==> src/rtl/vsi_pkg.sv <==
// ----------------------------------------------------------------------------
// vsi_pkg
// Shared types, constants and the exp table for the in-scattering integrator.
// ----------------------------------------------------------------------------
package vsi_pkg;

    localparam int EXP_TABLE_BITS = 10;
    localparam int EXP_TABLE_SIZE = (1 << EXP_TABLE_BITS) + 1;
    localparam int EXP_IDX_W      = EXP_TABLE_BITS + 1;

    localparam logic [32:0] LN2_Q32   = 33'd2977044472;
    localparam logic [20:0] LOG2E_Q20 = 21'd1512775;
    localparam logic [16:0] ONE_Q16   = 17'd65536;
    localparam logic [32:0] ONE_Q32   = 33'h1_0000_0000;
    localparam logic [31:0] MAX32     = 32'hFFFF_FFFF;

    localparam int S_TDATA_W = 224;
    localparam int M_TDATA_W = 120;
    localparam int CFG_ADDR_W = 2;
    localparam int CFG_DATA_W = 24;

    localparam logic [CFG_ADDR_W-1:0] REG_LIGHT_RED   = 2'd0;
    localparam logic [CFG_ADDR_W-1:0] REG_LIGHT_GREEN = 2'd1;
    localparam logic [CFG_ADDR_W-1:0] REG_LIGHT_BLUE  = 2'd2;

    typedef logic [32:0] exp_tab_t [EXP_TABLE_SIZE];

    typedef enum logic [2:0] {
        F_IDLE, F_MUL1, F_MUL2, F_TAB, F_INTERP, F_SHIFT, F_DIV, F_PUSH
    } front_state_t;

    typedef enum logic {
        B_IDLE, B_ACC
    } back_state_t;

    typedef struct packed {
        logic              first;
        logic [2:0][31:0]  src;
        logic [16:0]       t16;
        logic [31:0]       integral;
    } vsi_item_t;

    typedef struct packed {
        logic push;
        logic pop;
    } vsi_qctl_t;

    typedef struct packed {
        logic full;
        logic empty;
    } vsi_qstat_t;

    function automatic exp_tab_t build_exp_tab();
        exp_tab_t    tab;
        logic [63:0] y;
        logic [63:0] s;
        logic [63:0] term;
        for (int i = 0; i < EXP_TABLE_SIZE; i++) begin
            y    = (64'(i) * 64'(LN2_Q32)) >> EXP_TABLE_BITS;
            s    = 64'(ONE_Q32);
            term = 64'(ONE_Q32);
            for (int n = 1; n <= 24; n++) begin
                term = ((term * y) >> 32) / 64'(n);
                if (n[0]) s = s - term;
                else s = s + term;
            end
            tab[i] = s[32:0];
        end
        return tab;
    endfunction

endpackage

==> src/rtl/vsi_fifo.sv <==
// ----------------------------------------------------------------------------
// vsi_fifo
// Two-entry queue between the per-slice front and the accumulating back.
// ----------------------------------------------------------------------------
module vsi_fifo import vsi_pkg::*; (
    input  logic       aclk,
    input  logic       aresetn,
    input  vsi_qctl_t  ctl,
    input  vsi_item_t  wr_item,
    output vsi_item_t  rd_item,
    output vsi_qstat_t stat
);

    vsi_item_t  mem_reg [2];
    logic       wr_ptr_reg;
    logic       rd_ptr_reg;
    logic [1:0] cnt_reg;
    logic       do_push;
    logic       do_pop;

    assign stat.full  = (cnt_reg == 2'd2);
    assign stat.empty = (cnt_reg == 2'd0);
    assign do_push    = ctl.push && !stat.full;
    assign do_pop     = ctl.pop && !stat.empty;
    assign rd_item    = mem_reg[rd_ptr_reg];

    always_ff @(posedge aclk) begin
        if (!aresetn) begin
            wr_ptr_reg <= 1'b0;
            rd_ptr_reg <= 1'b0;
            cnt_reg    <= 2'd0;
        end else begin
            if (do_push) wr_ptr_reg <= !wr_ptr_reg;
            if (do_pop) rd_ptr_reg <= !rd_ptr_reg;
            cnt_reg <= cnt_reg + 2'(do_push) - 2'(do_pop);
        end
    end

    always_ff @(posedge aclk) begin
        if (do_push) mem_reg[wr_ptr_reg] <= wr_item;
    end

endmodule

==> config.mk <==
export PLATFORM = sky130hd
export DESIGN_NAME = vsi_fifo
export DESIGN_NICKNAME = d
export VERILOG_FILES = /design/src/rtl/vsi_pkg.sv /design/src/rtl/vsi_fifo.sv
export SDC_FILE = /design/constraint.sdc
export NUM_CORES = 1
export LEC_CHECK = 0
export BUFFER_PORTS_ARGS = -buffer_cell sky130_fd_sc_hd__buf_2
export CORE_MARGIN = 2
export CORE_UTILIZATION = 38
export CTS_BUF_LIST = sky130_fd_sc_hd__clkbuf_16
export CTS_CLUSTER_SIZE = 25
export DETAILED_ROUTE_END_ITERATION = 6
export GPL_TIMING_DRIVEN = 1
export PLACE_DENSITY = 0.72
export SLEW_MARGIN = 0
export SYNTH_ARGS = -nofsm -noshare
export SYNTH_HDL_FRONTEND = slang
export SYNTH_SLANG_ARGS = --single-unit
export TNS_END_PERCENT = 20
==> constraint.sdc <==
create_clock -name aclk -period 7.6 [get_ports aclk]
set_input_delay 1.14 -clock aclk [delete_from_list [all_inputs] [get_ports aclk]]
set_output_delay 1.14 -clock aclk [all_outputs]
set_load 0.05 [all_outputs]
==> impl_metrics.csv <==
group,metric,value,unit
floorplanning,ioPinCount,298,
cts,clock_path_buffers,3,
floorplanning,fp.dieH,173,µm
detailed_routing,ant_nets,0,
cts,cts_resized,0,
timing,holdWs,0.523,ns
cts,cts_made_buffers,29,
timing,fmax,0.233,GHz
power,swShare,0.386,
setup_path,arrival,3.15,ns
grt,grt_pass1_vias,5718,
yosys,ys.warnings.count,0,
cts,clock_sinks,297,
cts,post_cts_buffers,0,
cells_and_area,drive_gt1_frac,0.606,
setup_path,crit_required,6.46,ns
floorplanning,fp-row-count,61,
cells_and_area,fin_cells,1205,
grt,grt_max_degree,77,
timing,drv_slew,0,
placed_design,placed_cells,1145,
power,leakagePower,5.03,nW
yosys,synth_area,10900,µm²
timing,min_period,4.29,ns
setup_path,crit_type,"register to output pin",
min_path,min_path_type,"register to register",
power,max-vdd-ir-drop,0.277,mV
detailed_routing,drt_iter0_markers,287,
power,clkPwrFrac,0.241,
grt,grt-ovfl-total,0,
floorplanning,die_x,173,µm
timing,rsz0062_at_grt,"false",
grt,grt_pass1_wl,31.8,mm
detailed_routing,first_pass_iters,4,
timing,fin_worst_skew,0.00783,ns
detailed_routing,vias_per_cell,4.56,
placed_design,dpl.hpwl,13.6,mm
yosys,ys_seq_area_frac,0.817,
cts,tritoncts,"done",
timing,hold_viol_final,0,
power,cellPowerDensity,408,nW/µm²
yosys,ys_types,17,
timing,setup_tns,0,ns
timing,worstMarginPinSlew,1.06,ns
timing,period_share,0.564,
cts,cts_root_buf,"clkbuf_16",
cts,clk_pin_slew,0.06,ns
detailed_routing,vias,5500,
setup_path,startpoint_type,"register",
placed_design,gp_congestion,0.749,
grt,antenna_found_initial,9,
placed_design,io_buffers,297,
power,seq_power_share,0.402,
setup_path,crit_path_end_kind,"output pin",
floorplanning,start_util,0.388,
yosys,syn_nets,633,
detailed_routing,wl_per_cell,17.3,µm
floorplanning,core,27900,µm²
flow_run,drv_cap,0,
cts,ctsHoldBuffers,0,
yosys,postSynthAreaPerCell,22.6,µm²
power,power_frac_comb,0.357,
cells_and_area,largest_reg_flops,292,
detailed_routing,drc,0,
timing,relSlewSlack,0.290,
cts,clk_latency,0.53,ns
yosys,synth.ff_latch_count,297,
yosys,synthCells,481,
detailed_routing,wirelength,20.8,mm
floorplanning,die_area,29900,µm²
cells_and_area,area_growth,25.0,%
timing,setup_viol,0,
cts,h-tree-depth,1,
setup_path,cp_max_fo,75,
grt,grt_util_all_layers,0.133,
cells_and_area,fin_nets,950,
power,power_switching,2.14,mW
run_status,outcome,"finished clean",
power,p_int,3.40,mW
[Yosys cell counts]
cell type    n  share of area
clkbuf_8    10          0.013
and3_1       1        0.00058
mux2i_1      1        0.00092
and2_1       2         0.0012
xor2_1       1        0.00081
nor3_1       1        0.00046
nand2b_1     2         0.0012
nand2_1      2        0.00069
inv_1        3         0.0010
buf_6        6         0.0062
edfxtp_1   292           0.81
xnor2_1      1        0.00081
dfxtp_1      5         0.0092
mux2_2     146           0.15
ha_1         2         0.0023
nor2_1       5         0.0017
o21a_1       1        0.00069
[layer usage]
metal,global-route usage,vias up,share of wire
li1,-,2561,-
met1,0.161,2670,0.40
met2,0.221,213,0.48
met3,0.0471,54,0.082
met4,0.0484,2,0.037
met5,0,-,0.00062
[cells in the final DEF, fill, tap and decap left out, types with 2 or more instances in the layout]
cell type	netlist	routed
and2_1	2	2
buf_2	0	297
buf_4	0	5
bufinv_16	0	2
clkbuf_16	0	29
clkinv_1	0	6
clkinv_2	0	12
clkinvlp_4	0	2
dfxtp_1	5	4
diode_2	0	8
edfxtp_1	292	292
ha_1	2	2
inv_1	3	4
mux2_2	146	146
nand2_1	2	2
nand2b_1	2	2
nor2_1	5	4
[cell type report]
class                      count  area [µm²]
tap                          378         473
sequential                   297        8870
multi-input combinational    165        1780
antenna                        8        20.0
fill                        2376       14400
timing repair buffer         302        1520
inverter                       3        11.3
clock inverter                23         161
clock buffer                  29         726
[critical path, cell delays in order, from the launching register on]
cell	delay, ns
dfxtp_4	0.99
buf_4	0.87
mux2_2	0.43
buf_2	0.21
[cell families after synthesis]
family	after synthesis	synth area share
AO/OA/AOI/OAI	1	0.000692
XOR/XNOR	2	0.00161
adder cells (fa/ha/maj)	2	0.00231
buffers and inverters	19	0.0199
flip-flops	297	0.817
multiplexers	147	0.152
AND/OR/NAND/NOR	13	0.00577
[path summary, 6_finish.rpt]
path              startpoint             end  slack (ns)  depth (start not counted)
setup / recovery    register    rd_item[119]        3.31                          3
setup reg to reg  cnt_reg[0]  mem_reg[0][33]        4.98                          4
hold reg to reg   wr_ptr_reg      wr_ptr_reg        0.52                          2
hold / removal    wr_ptr_reg      wr_ptr_reg        0.52                          2
[power groups by stage]
stage               Sequential [mW]  Clock, mW  Combinational [mW]
finish                         2.23       1.33                1.98
CTS                            2.23       1.38                2.00
global route                   2.26       1.44                2.07
global placement               2.26          0                1.99
detailed placement             2.27          0                2.00
floorplan                      2.22          0                1.68
[per-stage QoR]
stage / area (µm²) / utilization / power [mW] / setup WS, ns
floorplan: 10900 / - / 3.90 / 2.12
global placement: 12700 / 0.453 / 4.24 / 3.86
detailed placement: 12700 / 0.453 / 4.27 / 3.81
CTS: 13500 / 0.485 / 5.62 / 3.22
global route: 13600 / 0.485 / 5.76 / 3.10
finish: 13600 / 0.486 / 5.54 / 3.31
(Power assumes the default switching activity.)
